### src/sv/tasms_pkg.sv
// Shared types and constants of the two-axis stepper move sequencer.
package tasms_pkg;

  localparam int DEF_COORD_BITS = 8;
  localparam int DEF_COUNT_BITS = 18;

  localparam int FUNC_W  = 2;
  localparam int JOG_W   = 3;
  localparam int SPU_W   = 10;
  localparam int START_W = 16;
  localparam int CFG_W   = START_W;
  localparam int CFG_IDX_W = 1;

  // Steps per unit after reset, and the go-to-start distance:
  // 13 units of travel, two pulses' worth per unit.
  localparam int SPU_RESET   = 320;
  localparam int HOME_UNITS  = 13;
  localparam int START_RESET = HOME_UNITS * SPU_RESET * 2;

  localparam logic [CFG_IDX_W-1:0] REG_SPU   = 1'b0;
  localparam logic [CFG_IDX_W-1:0] REG_START = 1'b1;

  // Entries of the queue between decode and execution.
  localparam int QDEPTH = 2;

  typedef enum logic [FUNC_W-1:0] {
    FUNC_TICK = 2'd0,
    FUNC_JOG  = 2'd1,
    FUNC_MOVE = 2'd2,
    FUNC_HOME = 2'd3
  } func_t;

  typedef enum logic [JOG_W-1:0] {
    JOG_BOTH_FWD  = 3'd0,
    JOG_BOTH_BACK = 3'd1,
    JOG_X_BACK    = 3'd2,
    JOG_X_FWD     = 3'd3,
    JOG_Y_FWD     = 3'd4,
    JOG_Y_BACK    = 3'd5
  } jog_t;

  typedef enum logic [2:0] {
    PH_IDLE     = 3'd0,
    PH_BOTH     = 3'd1,
    PH_X        = 3'd2,
    PH_Y        = 3'd3,
    PH_X_THEN_Y = 3'd4,
    PH_START    = 3'd5
  } phase_t;

  localparam logic DIR_FWD  = 1'b0;
  localparam logic DIR_BACK = 1'b1;

  // Decoded command as it travels through the queue.
  typedef struct packed {
    func_t  func;
    logic   jog_ok;
    phase_t jog_phase;
    logic   x_dir_we;
    logic   x_dir;
    logic   y_dir_we;
    logic   y_dir;
  } cmd_t;

endpackage

### src/sv/tasms_front.sv
// Front end: classifies an incoming item and decodes the jog code.
module tasms_front
  import tasms_pkg::*;
(
  input  logic [FUNC_W-1:0] func,
  input  logic [JOG_W-1:0]  jog_code,
  output cmd_t              cmd
);

  always_comb begin
    cmd           = '0;
    cmd.func      = func_t'(func);
    cmd.jog_phase = PH_IDLE;
    unique case (jog_code)
      JOG_BOTH_FWD: begin
        cmd.jog_ok = 1'b1; cmd.jog_phase = PH_BOTH;
        cmd.x_dir_we = 1'b1; cmd.x_dir = DIR_FWD;
        cmd.y_dir_we = 1'b1; cmd.y_dir = DIR_FWD;
      end
      JOG_BOTH_BACK: begin
        cmd.jog_ok = 1'b1; cmd.jog_phase = PH_BOTH;
        cmd.x_dir_we = 1'b1; cmd.x_dir = DIR_BACK;
        cmd.y_dir_we = 1'b1; cmd.y_dir = DIR_BACK;
      end
      JOG_X_BACK: begin
        cmd.jog_ok = 1'b1; cmd.jog_phase = PH_X;
        cmd.x_dir_we = 1'b1; cmd.x_dir = DIR_BACK;
      end
      JOG_X_FWD: begin
        cmd.jog_ok = 1'b1; cmd.jog_phase = PH_X;
        cmd.x_dir_we = 1'b1; cmd.x_dir = DIR_FWD;
      end
      JOG_Y_FWD: begin
        cmd.jog_ok = 1'b1; cmd.jog_phase = PH_Y;
        cmd.y_dir_we = 1'b1; cmd.y_dir = DIR_FWD;
      end
      JOG_Y_BACK: begin
        cmd.jog_ok = 1'b1; cmd.jog_phase = PH_Y;
        cmd.y_dir_we = 1'b1; cmd.y_dir = DIR_BACK;
      end
      default: begin
        // unused codes are taken while idle and do nothing
        cmd.jog_ok = 1'b0;
      end
    endcase
  end

endmodule

### src/sv/tasms_queue.sv
// Short FIFO between the decode front end and the execution back end.
module tasms_queue
  import tasms_pkg::*;
#(
  parameter int WIDTH = 8
) (
  input  logic             clk,
  input  logic             rst,
  input  logic             push,
  input  logic [WIDTH-1:0] push_data,
  output logic             full,
  input  logic             pop,
  output logic             not_empty,
  output logic [WIDTH-1:0] head
);

  localparam int AW = (QDEPTH > 1) ? $clog2(QDEPTH) : 1;
  localparam int CW = $clog2(QDEPTH + 1);

  logic [WIDTH-1:0] mem [QDEPTH];
  logic [AW-1:0]    wr_ptr;
  logic [AW-1:0]    rd_ptr;
  logic [CW-1:0]    count;

  function automatic logic [AW-1:0] ptr_inc(input logic [AW-1:0] p);
    ptr_inc = (p == AW'(QDEPTH - 1)) ? '0 : p + AW'(1);
  endfunction

  assign full      = (count == CW'(QDEPTH));
  assign not_empty = (count != '0);
  assign head      = mem[rd_ptr];

  always_ff @(posedge clk) begin
    if (push) begin
      mem[wr_ptr] <= push_data;
    end
  end

  always_ff @(posedge clk) begin
    if (rst) begin
      wr_ptr <= '0;
      rd_ptr <= '0;
      count  <= '0;
    end else begin
      if (push) wr_ptr <= ptr_inc(wr_ptr);
      if (pop)  rd_ptr <= ptr_inc(rd_ptr);
      priority if (push && !pop) begin
        count <= count + CW'(1);
      end else if (pop && !push) begin
        count <= count - CW'(1);
      end
    end
  end

endmodule

### src/sv/tasms_back.sv
// Back end: move state, step counters and the registered result.
module tasms_back
  import tasms_pkg::*;
#(
  parameter int COORD_BITS = DEF_COORD_BITS,
  parameter int COUNT_BITS = DEF_COUNT_BITS
) (
  input  logic                  clk,
  input  logic                  rst,
  input  logic [SPU_W-1:0]      steps_per_unit,
  input  logic [START_W-1:0]    start_steps,
  input  logic                  cmd_valid,
  input  cmd_t                  cmd,
  input  logic [COORD_BITS-1:0] goal_x,
  input  logic [COORD_BITS-1:0] goal_y,
  output logic                  cmd_pop,
  output logic                  res_valid,
  input  logic                  res_ready,
  output logic                  res_x_step,
  output logic                  res_x_dir,
  output logic                  res_y_step,
  output logic                  res_y_dir,
  output logic                  res_busy,
  output logic                  res_rejected,
  output logic [COORD_BITS-1:0] res_pos_x,
  output logic [COORD_BITS-1:0] res_pos_y
);

  localparam int PW = COORD_BITS + SPU_W;

  phase_t                phase, phase_next;
  logic [COORD_BITS-1:0] coord_x, coord_x_next;
  logic [COORD_BITS-1:0] coord_y, coord_y_next;
  logic                  x_step_level, x_step_level_next;
  logic                  y_step_level, y_step_level_next;
  logic                  x_dir_level, x_dir_level_next;
  logic                  y_dir_level, y_dir_level_next;
  logic [COUNT_BITS-1:0] steps_left, steps_left_next;
  logic [COUNT_BITS-1:0] y_steps_pending, y_steps_pending_next;
  logic                  rejected_next;

  logic                  fire;
  logic                  idle;
  logic                  x_gt, x_lt, y_gt, y_lt;
  logic [COORD_BITS-1:0] dist_x, dist_y;
  logic [PW-1:0]         prod_x, prod_y;
  logic [COUNT_BITS-1:0] steps_x, steps_y;
  logic [COUNT_BITS-1:0] spu_n, start_n, left_dec;

  // output stage can take a new result when empty or being drained
  assign fire    = cmd_valid && (!res_valid || res_ready);
  assign cmd_pop = fire;
  assign idle    = (phase == PH_IDLE);

  assign x_gt   = goal_x > coord_x;
  assign x_lt   = goal_x < coord_x;
  assign y_gt   = goal_y > coord_y;
  assign y_lt   = goal_y < coord_y;
  assign dist_x = x_gt ? goal_x - coord_x : coord_x - goal_x;
  assign dist_y = y_gt ? goal_y - coord_y : coord_y - goal_y;
  assign prod_x = PW'(dist_x) * PW'(steps_per_unit);
  assign prod_y = PW'(dist_y) * PW'(steps_per_unit);

  // saturate step counts at the counter width
  assign steps_x = ((prod_x >> COUNT_BITS) != '0) ? '1 : COUNT_BITS'(prod_x);
  assign steps_y = ((prod_y >> COUNT_BITS) != '0) ? '1 : COUNT_BITS'(prod_y);

  assign spu_n    = COUNT_BITS'(steps_per_unit);
  assign start_n  = COUNT_BITS'(start_steps);
  assign left_dec = (steps_left != '0) ? steps_left - COUNT_BITS'(1) : steps_left;

  always_comb begin
    phase_next           = phase;
    coord_x_next         = coord_x;
    coord_y_next         = coord_y;
    x_step_level_next    = x_step_level;
    y_step_level_next    = y_step_level;
    x_dir_level_next     = x_dir_level;
    y_dir_level_next     = y_dir_level;
    steps_left_next      = steps_left;
    y_steps_pending_next = y_steps_pending;
    rejected_next        = 1'b0;

    if (cmd.func == FUNC_TICK) begin
      if (!idle) begin
        if (phase == PH_BOTH || phase == PH_START || phase == PH_X ||
            phase == PH_X_THEN_Y) begin
          x_step_level_next = !x_step_level;
        end
        if (phase == PH_BOTH || phase == PH_START || phase == PH_Y) begin
          y_step_level_next = !y_step_level;
        end
        steps_left_next = left_dec;
        if (left_dec == '0) begin
          priority if (phase == PH_X_THEN_Y && y_steps_pending != '0) begin
            steps_left_next      = y_steps_pending;
            y_steps_pending_next = '0;
            phase_next           = PH_Y;
          end else begin
            if (phase == PH_START) begin
              coord_x_next = '0;
              coord_y_next = '0;
            end
            y_steps_pending_next = '0;
            phase_next           = PH_IDLE;
          end
        end
      end
    end else if (!idle) begin
      rejected_next = 1'b1;
    end else begin
      unique case (cmd.func)
        FUNC_JOG: begin
          if (cmd.jog_ok && spu_n != '0) begin
            if (cmd.x_dir_we) x_dir_level_next = cmd.x_dir;
            if (cmd.y_dir_we) y_dir_level_next = cmd.y_dir;
            phase_next      = cmd.jog_phase;
            steps_left_next = spu_n;
          end
        end
        FUNC_MOVE: begin
          coord_x_next = goal_x;
          coord_y_next = goal_y;
          // a zero count leaves the direction line as it was
          if ((x_gt || x_lt) && steps_x != '0) x_dir_level_next = x_lt;
          if ((y_gt || y_lt) && steps_y != '0) y_dir_level_next = y_lt;
          priority if ((x_gt || x_lt) && steps_x != '0) begin
            steps_left_next      = steps_x;
            y_steps_pending_next = (y_gt || y_lt) ? steps_y : '0;
            phase_next           = PH_X_THEN_Y;
          end else if ((y_gt || y_lt) && steps_y != '0) begin
            steps_left_next      = steps_y;
            y_steps_pending_next = '0;
            phase_next           = PH_Y;
          end
        end
        FUNC_HOME: begin
          if (start_n == '0) begin
            coord_x_next = '0;
            coord_y_next = '0;
          end else begin
            x_dir_level_next = DIR_FWD;
            y_dir_level_next = DIR_FWD;
            steps_left_next  = start_n;
            phase_next       = PH_START;
          end
        end
        default: begin
          // ticks are handled above
          phase_next = phase;
        end
      endcase
    end
  end

  always_ff @(posedge clk) begin
    if (rst) begin
      phase           <= PH_IDLE;
      coord_x         <= '0;
      coord_y         <= '0;
      x_step_level    <= 1'b0;
      y_step_level    <= 1'b0;
      x_dir_level     <= DIR_FWD;
      y_dir_level     <= DIR_FWD;
      steps_left      <= '0;
      y_steps_pending <= '0;
    end else if (fire) begin
      phase           <= phase_next;
      coord_x         <= coord_x_next;
      coord_y         <= coord_y_next;
      x_step_level    <= x_step_level_next;
      y_step_level    <= y_step_level_next;
      x_dir_level     <= x_dir_level_next;
      y_dir_level     <= y_dir_level_next;
      steps_left      <= steps_left_next;
      y_steps_pending <= y_steps_pending_next;
    end
  end

  always_ff @(posedge clk) begin
    if (rst) begin
      res_valid <= 1'b0;
    end else if (fire) begin
      res_valid <= 1'b1;
    end else if (res_ready) begin
      res_valid <= 1'b0;
    end
  end

  always_ff @(posedge clk) begin
    if (fire) begin
      res_x_step   <= x_step_level_next;
      res_x_dir    <= x_dir_level_next;
      res_y_step   <= y_step_level_next;
      res_y_dir    <= y_dir_level_next;
      res_busy     <= (phase_next != PH_IDLE);
      res_rejected <= rejected_next;
      res_pos_x    <= coord_x_next;
      res_pos_y    <= coord_y_next;
    end
  end

endmodule

### src/sv/two_axis_stepper_move_sequencer_core.sv
// Top level of the two-axis stepper move sequencer.
//
//  channel  | dir | handshake                | payload
//  ---------+-----+--------------------------+------------------------------------
//  s_axis   | in  | s_tvalid / s_tready      | tuser func; tdata jog, goal x, y
//  m_axis   | out | m_tvalid / m_tready      | tdata steps, dirs, flags, coords
//  cfg      | in  | cfg_we                   | cfg_addr, cfg_wdata
//
// One item per clock sustained while m_tready stays high; m_tvalid rises once an
// item has passed the queue and the output register. The back end executes each
// item against the move state; a two-entry queue and the output register let input
// and output stall apart. Synchronous reset empties the queue, drops m_tvalid and
// restores the settings and move state. s_tready falls only while the queue is full.
module two_axis_stepper_move_sequencer_core
  import tasms_pkg::*;
#(
  parameter int COORD_BITS = DEF_COORD_BITS,
  parameter int COUNT_BITS = DEF_COUNT_BITS,
  localparam int IN_W  = ((JOG_W + 2 * COORD_BITS + 7) / 8) * 8,
  localparam int OUT_W = ((6 + 2 * COORD_BITS + 7) / 8) * 8
) (
  input  logic                 clk,
  input  logic                 rst,
  input  logic                 s_tvalid,
  output logic                 s_tready,
  input  logic [IN_W-1:0]      s_tdata,   // jog_code, goal_x, goal_y
  input  logic [FUNC_W-1:0]    s_tuser,   // func
  output logic                 m_tvalid,
  input  logic                 m_tready,
  // x_step, x_dir, y_step, y_dir, busy_res, rejected, pos_x, pos_y
  output logic [OUT_W-1:0]     m_tdata,
  input  logic                 cfg_we,
  input  logic [CFG_IDX_W-1:0] cfg_addr,
  input  logic [CFG_W-1:0]     cfg_wdata
);

  localparam int QW = $bits(cmd_t) + 2 * COORD_BITS;

  logic [SPU_W-1:0]      steps_per_unit;
  logic [START_W-1:0]    start_steps;
  cmd_t                  front_cmd;
  cmd_t                  q_cmd;
  logic [QW-1:0]         q_head;
  logic                  q_full;
  logic                  q_not_empty;
  logic                  q_pop;
  logic                  push;
  logic [COORD_BITS-1:0] q_goal_x, q_goal_y;
  logic                  r_x_step, r_x_dir, r_y_step, r_y_dir, r_busy, r_rej;
  logic [COORD_BITS-1:0] r_pos_x, r_pos_y;

  always_ff @(posedge clk) begin
    if (rst) begin
      steps_per_unit <= SPU_W'(SPU_RESET);
      start_steps    <= START_W'(START_RESET);
    end else if (cfg_we) begin
      unique case (cfg_addr)
        REG_SPU:   steps_per_unit <= cfg_wdata[SPU_W-1:0];
        REG_START: start_steps    <= cfg_wdata[START_W-1:0];
      endcase
    end
  end

  tasms_front u_front (
    .func     (s_tuser),
    .jog_code (s_tdata[JOG_W-1:0]),
    .cmd      (front_cmd)
  );

  assign s_tready = !q_full;
  assign push     = s_tvalid && !q_full;

  tasms_queue #(.WIDTH(QW)) u_queue (
    .clk       (clk),
    .rst       (rst),
    .push      (push),
    .push_data ({s_tdata[JOG_W+2*COORD_BITS-1:JOG_W], front_cmd}),
    .full      (q_full),
    .pop       (q_pop),
    .not_empty (q_not_empty),
    .head      (q_head)
  );

  assign q_cmd    = q_head[$bits(cmd_t)-1:0];
  assign q_goal_x = q_head[$bits(cmd_t)+COORD_BITS-1:$bits(cmd_t)];
  assign q_goal_y = q_head[QW-1:$bits(cmd_t)+COORD_BITS];

  tasms_back #(.COORD_BITS(COORD_BITS), .COUNT_BITS(COUNT_BITS)) u_back (
    .clk            (clk),
    .rst            (rst),
    .steps_per_unit (steps_per_unit),
    .start_steps    (start_steps),
    .cmd_valid      (q_not_empty),
    .cmd            (q_cmd),
    .goal_x         (q_goal_x),
    .goal_y         (q_goal_y),
    .cmd_pop        (q_pop),
    .res_valid      (m_tvalid),
    .res_ready      (m_tready),
    .res_x_step     (r_x_step),
    .res_x_dir      (r_x_dir),
    .res_y_step     (r_y_step),
    .res_y_dir      (r_y_dir),
    .res_busy       (r_busy),
    .res_rejected   (r_rej),
    .res_pos_x      (r_pos_x),
    .res_pos_y      (r_pos_y)
  );

  assign m_tdata = OUT_W'({r_pos_y, r_pos_x, r_rej, r_busy,
                           r_y_dir, r_y_step, r_x_dir, r_x_step});

endmodule

### config.mk
export PLATFORM = sky130hd
export DESIGN_NAME = two_axis_stepper_move_sequencer_core
export DESIGN_NICKNAME = d
export VERILOG_FILES = /design/src/sv/tasms_pkg.sv /design/src/sv/tasms_front.sv /design/src/sv/tasms_queue.sv /design/src/sv/tasms_back.sv /design/src/sv/two_axis_stepper_move_sequencer_core.sv
export SDC_FILE = /design/constraint.sdc
export NUM_CORES = 1
export LEC_CHECK = 0
export BUFFER_PORTS_ARGS = -buffer_cell sky130_fd_sc_hd__buf_2
export CORE_ASPECT_RATIO = 1.2
export CORE_UTILIZATION = 40
export CTS_CLUSTER_DIAMETER = 200
export CTS_CLUSTER_SIZE = 8
export DETAILED_ROUTE_END_ITERATION = 10
export GPL_TIMING_DRIVEN = 1
export PLACE_DENSITY = 0.61
export SYNTH_ARGS = -nofsm -noshare
export SYNTH_HDL_FRONTEND = slang
export SYNTH_HIERARCHICAL = 1
export SYNTH_SLANG_ARGS = --single-unit
### constraint.sdc
create_clock -name clk -period 9.6 [get_ports clk]
set_clock_uncertainty 0.05 [all_clocks]
set_input_delay 0.96 -clock clk [delete_from_list [all_inputs] [get_ports clk]]
set_output_delay 0.96 -clock clk [all_outputs]
set_load 0.01 [all_outputs]
== Word-level counts from Yosys, hierarchy flattened ==
Memories as Yosys holds them, arrays and structs flattened. A register that Yosys moved wholly into a read port is not among the register bits.
Index checks and enable logic that the tools add are counted.
Cells by class
  eq/ne operators: 18
  $lt $le $gt $ge: 4
  multiplexer cells: 82
  $mul: 2
  bitwise logic cells: 1
  $add $sub $neg: 9
  reduce and logical (&&, ||, !) cells: 52
Operators by type and width (number)
  two-way mux 18 bit: 18
  two-way mux 8 bit: 16
  nonzero test 18 bit: 5
  one-hot mux 18 bit (3 select lines): 1
  zero test 18 bit: 2
  multiplier 8 x 10 -> 18 bit: 2
  one-hot mux 8 bit (2 select lines): 2
  subtractor 8 bit: 4
  two-way mux 1 bit: 28
  two-way mux 3 bit: 8
  subtractor 18 x 1 -> 18 bit, second input constant: 1
  greater-than comparator 8 bit: 2
  < comparator 8 bit: 2
  OR reduction 2 bit: 7
  equality test 3 x 2 -> 1 bit, second input constant: 4
  equality test 3 bit, second input constant: 4
  nonzero test 2 bit: 6
  one-hot mux 3 bit (3 select lines): 1
  logical AND 1 bit: 8
  one-hot mux 2 bit (2 select lines): 2
  logical OR 1 bit: 7
  AND reduction 7 bit: 1
  equality test 2 bit, second input constant: 3
  equality test 3 x 1 -> 1 bit, second input constant: 2
  20 further kinds: 32
Word-level totals
  output and inout bits: 26
  input bits: 48
  bits in writable memories: 50
  memories: 1
  flip-flop bits (word level): 112
  word-level logic and storage cells: 192
Memory list
  u_queue.mem: depth 2, width 25, read ports 1, clocked after memory_dff 1, wr ports 1, RTL line tasms_queue.sv:20  | logic [WIDTH-1:0] mem [QDEPTH];

== Depth between registers and ports, before layout ==
  depth after elaboration: 11
  gate-level depth with buffers: 35
  gate-level depth less buffers: 32

== Modules after synthesis ==
Netlist, hierarchy kept.
By module, submodules not included
  tasms_back: sequential area each 1861.8 um^2, area an instance 11793.8 um^2, instances 1, cells an instance 1440
  tasms_queue: sequential area each 1661.6 um^2, area an instance 2092.0 um^2, instances 1, cells an instance 103
  two_axis_stepper_move_sequencer_core: sequential area each 520.5 um^2, area an instance 1187.4 um^2, instances 1, cells an instance 120
  tasms_front: sequential area each 0.0 um^2, area an instance 111.4 um^2, instances 1, cells an instance 17

== Worst setup path after synthesis ==
Ideal clock, no wire load.
  path kind: flip-flop to flip-flop
  start point: register with a tool-made name
  end point: register u_back.steps_left[2]
  clock period less this slack: 8.302 ns
  slack: 1.298 ns
  path buffers: 3
  library setup time: 0.134 ns
  required time: 9.416 ns
  cell stages (with the launch flop): 32
  data arrival time: 8.118 ns
  path through: dfxtp_1 -> buf_2 -> buf_6 -> mux2_2 -> ha_1 -> nand4_1 -> o211a_1 -> nor2_1 -> mux2i_1 -> o221ai_1 -> a21boi_0 -> xnor2_1 -> and2_1 -> fa_1 -> inv_1 -> fa_1 -> inv_1 -> fa_1 -> inv_1 -> fa_1 -> inv_1 -> ha_1 -> o211ai_1 -> o211a_1 -> or3_1 -> o211ai_2 -> or4b_4 -> o31ai_1 -> buf_4 -> mux2_2 -> a21oi_1 -> a211oi_1
RTL lines
  end signal: assignment: RTL line tasms_back.sv:175  | steps_left <= steps_left_next;
  end: declaration: RTL line tasms_back.sv:38  | logic [COUNT_BITS-1:0] steps_left, steps_left_next;

==> metrics.cfg <==
[global_route]
grt_overflow = 0
first_global_vias = 12776
track_usage = 0.218
antenna_found_initial = 2
grt_max_degree = 62
grt_pass1_wl_um = 66700

[cts]
ctsLongestPathBuffers = 2
cts.clk_slew.worst_paths_ns = 0.07
clk_root_buffer_cell = clkbuf_16
clk_latency_ns = 0.44
post_cts_buffers = 0
cts_sinks = 165
tritoncts = built
htree_levels = 4
cts_buffers = 17

[sta]
fmax_mhz = 110
slew_headroom = 0.453
slew_viol_final = 0
setup_viol = 0
finalCritPeriodShare = 0.945
layout_min_cycle_time_ns = 9.08
tns_ns = 0
rsz0062_at_grt = no
hold_viol = 0
worstMarginPinSlew_ns = 0.815

[yosys]
synth.most_common_cell = inv_1
synth_top_family_by_area = adder cells
yosysUniqueCellTypes = 88
syn_area_um2 = 15200
synthMuxAreaShare = 0.0508
syn_inst = 1680
yosysSeqAreaShare = 0.266
yosys.area.top_type_share = 0.146
synthArstFlopShare = 0
synth_top_area_cell = edfxtp_1
synthAdderAreaFrac = 0.225
yosys.area_share.simple = 0.189
avgSynthCellArea_um2 = 9.04
yosysWarnings = 6
synth_edf_count = 74
synth-main-ff-cell = dfxtp_1
synth_seq_cells = 165
synth_compound_area_frac = 0.160
synth_common_cells = inv_1 (210), nand2_1 (133), ha_1 (113), fa_1 (100), dfxtp_1 (91)
synthTopCellsByArea = edfxtp_1 (15%), fa_1 (13%), dfxtp_1 (12%)
synth_xor_area_frac = 0.0242

[detailed_routing]
drt_iter0_drc = 842
drc_errors = 0
finalWirelength_um = 41800
ant_nets = 0
drt-wirelength-per-cell_um = 18.9
via_per_inst = 5.73
drt-pass1-iter-count = 5
via_count = 12682

[setup_path]
path_delay_family = adder cells
path_max_fanout = 12
reg2reg_slack_ns = 0.52
arrival_ns = 9.33
critPathLaunchType = register
cp-end-kind = register
ff2ff_path_depth = 28
cp_common_cell = fa_1
crit_buf_inv = 4
critical-path-slowest-cell = or4b_4
max_stage_delay_ns = 0.54
reg2reg_to = u_back/steps_left[3]
required_ns = 9.86
crit_type = register to register

[floorplan]
pin_count = 74
row_count = 77
core_area_um2 = 37100
die_w_um = 180
die_area_um2 = 38700
dieHeight_um = 215
start_util = 0.409

[finish]
layout-drive-gt1-share = 0.133
nets = 1986
areaGrowthSynthToFinish_pct = 10.1
antennaDiodeCount = 0

[job]
drv_cap = 0

[worst_hold_path]
hold_start = u_back/y_step_level
min_path_type = register to register
hold_depth = 2
min_to = u_back/y_step_level

[outcome]
status = finished clean

[placement]
place_hpwl_um = 31900
place.gp.congestion = 0.946
io_buffers = 66

how the worst max path moves through the flow:
stage / from / endpoint / slack (ns) / depth (start not counted)
after floorplan: register / u_back/steps_left[2] / 1.30 / 31
after global placement: register / u_back/y_steps_pending[16] / 0.12 / 33
after detailed placement: register / u_back/y_steps_pending[0] / 0.03 / 33
after CTS: register / u_back/y_steps_pending[16] / 0.05 / 30
after global routing: register / u_back/steps_left[17] / 0.01 / 33
final: register / u_back/steps_left[3] / 0.52 / 28
worst min-delay path, stage by stage, from the launching register on:
cell	delay, ns
dfxtp_1	0.32
o21ai_0	0.07
a21oi_1	0.06
repair_timing:
item	4_1_cts	5_1_grt
gates resized for setup	1	18
setup endpoints to repair	4	44
pin swaps	0	1
gates cloned	0	1
hold endpoints to repair	0	0
hold buffers	0	0
placed cells by master (no fill, tap or decap), types with 36 or more instances in the layout:
cell / count
nand3_1: 36
fa_1: 100
o21ai_0: 51
and2_1: 64
buf_2: 66
dfxtp_1: 90
nor2_1: 87
edfxtp_1: 74
a21oi_1: 75
buf_4: 45
ha_1: 113
inv_1: 210
mux2_2: 41
nand2_1: 133
nand2b_1: 39
sequential cells by signal, summed over array words and instances, names as in the netlist, 2 cells and up, named ones only:
signal and flops:
start_steps 16, u_back/res_pos_x 8, u_back/y_steps_pending 18, u_back/res_pos_y 8
u_back/phase 3, u_back/steps_left 18, u_back/coord_y 8, u_queue/mem 52
u_queue/count 2, u_back/coord_x 8, steps_per_unit 10
per-stage QoR:
step                utilization  worst slack [ns]  cell area, um^2  hold WS [ns]  std cells
floorplan                     -              1.30            15200         0.397       1681
global placement          0.431             0.119            16000         0.429       2179
detailed placement        0.431            0.0277            16000         0.444       2179
CTS                       0.448            0.0522            16600         0.454       2211
global route              0.451            0.0102            16700         0.484       2212
finish                    0.451             0.524            16700         0.448       2212
layout make-up:
cell class	instances	area [um^2]
clock buffers	17	425
fillers	3574	20400
inverters	212	796
clock inverters	15	195
repair buffers	113	699
multi-input cells	1216	9970
flip-flops and latches	165	4050
well taps	474	593
kinds of logic after synthesis:
group | count (synthesis)
fa+ha+maj | 213
other cells | 2
flops | 165
xor+xnor | 42
simple gates | 541
buf+inv | 301
mux | 72
compound gates | 344
per-layer routing:
layer	wire (um)	track usage	vias up
met5	18	0	-
met4	1430	0.0948	4
met3	1740	0.0285	100
met2	21100	0.395	381
met1	17500	0.257	6259
li1	-	-	5938
Power is not shown: default switching activity piles up to over one toggle a cycle in this logic, so the estimate is an artifact.
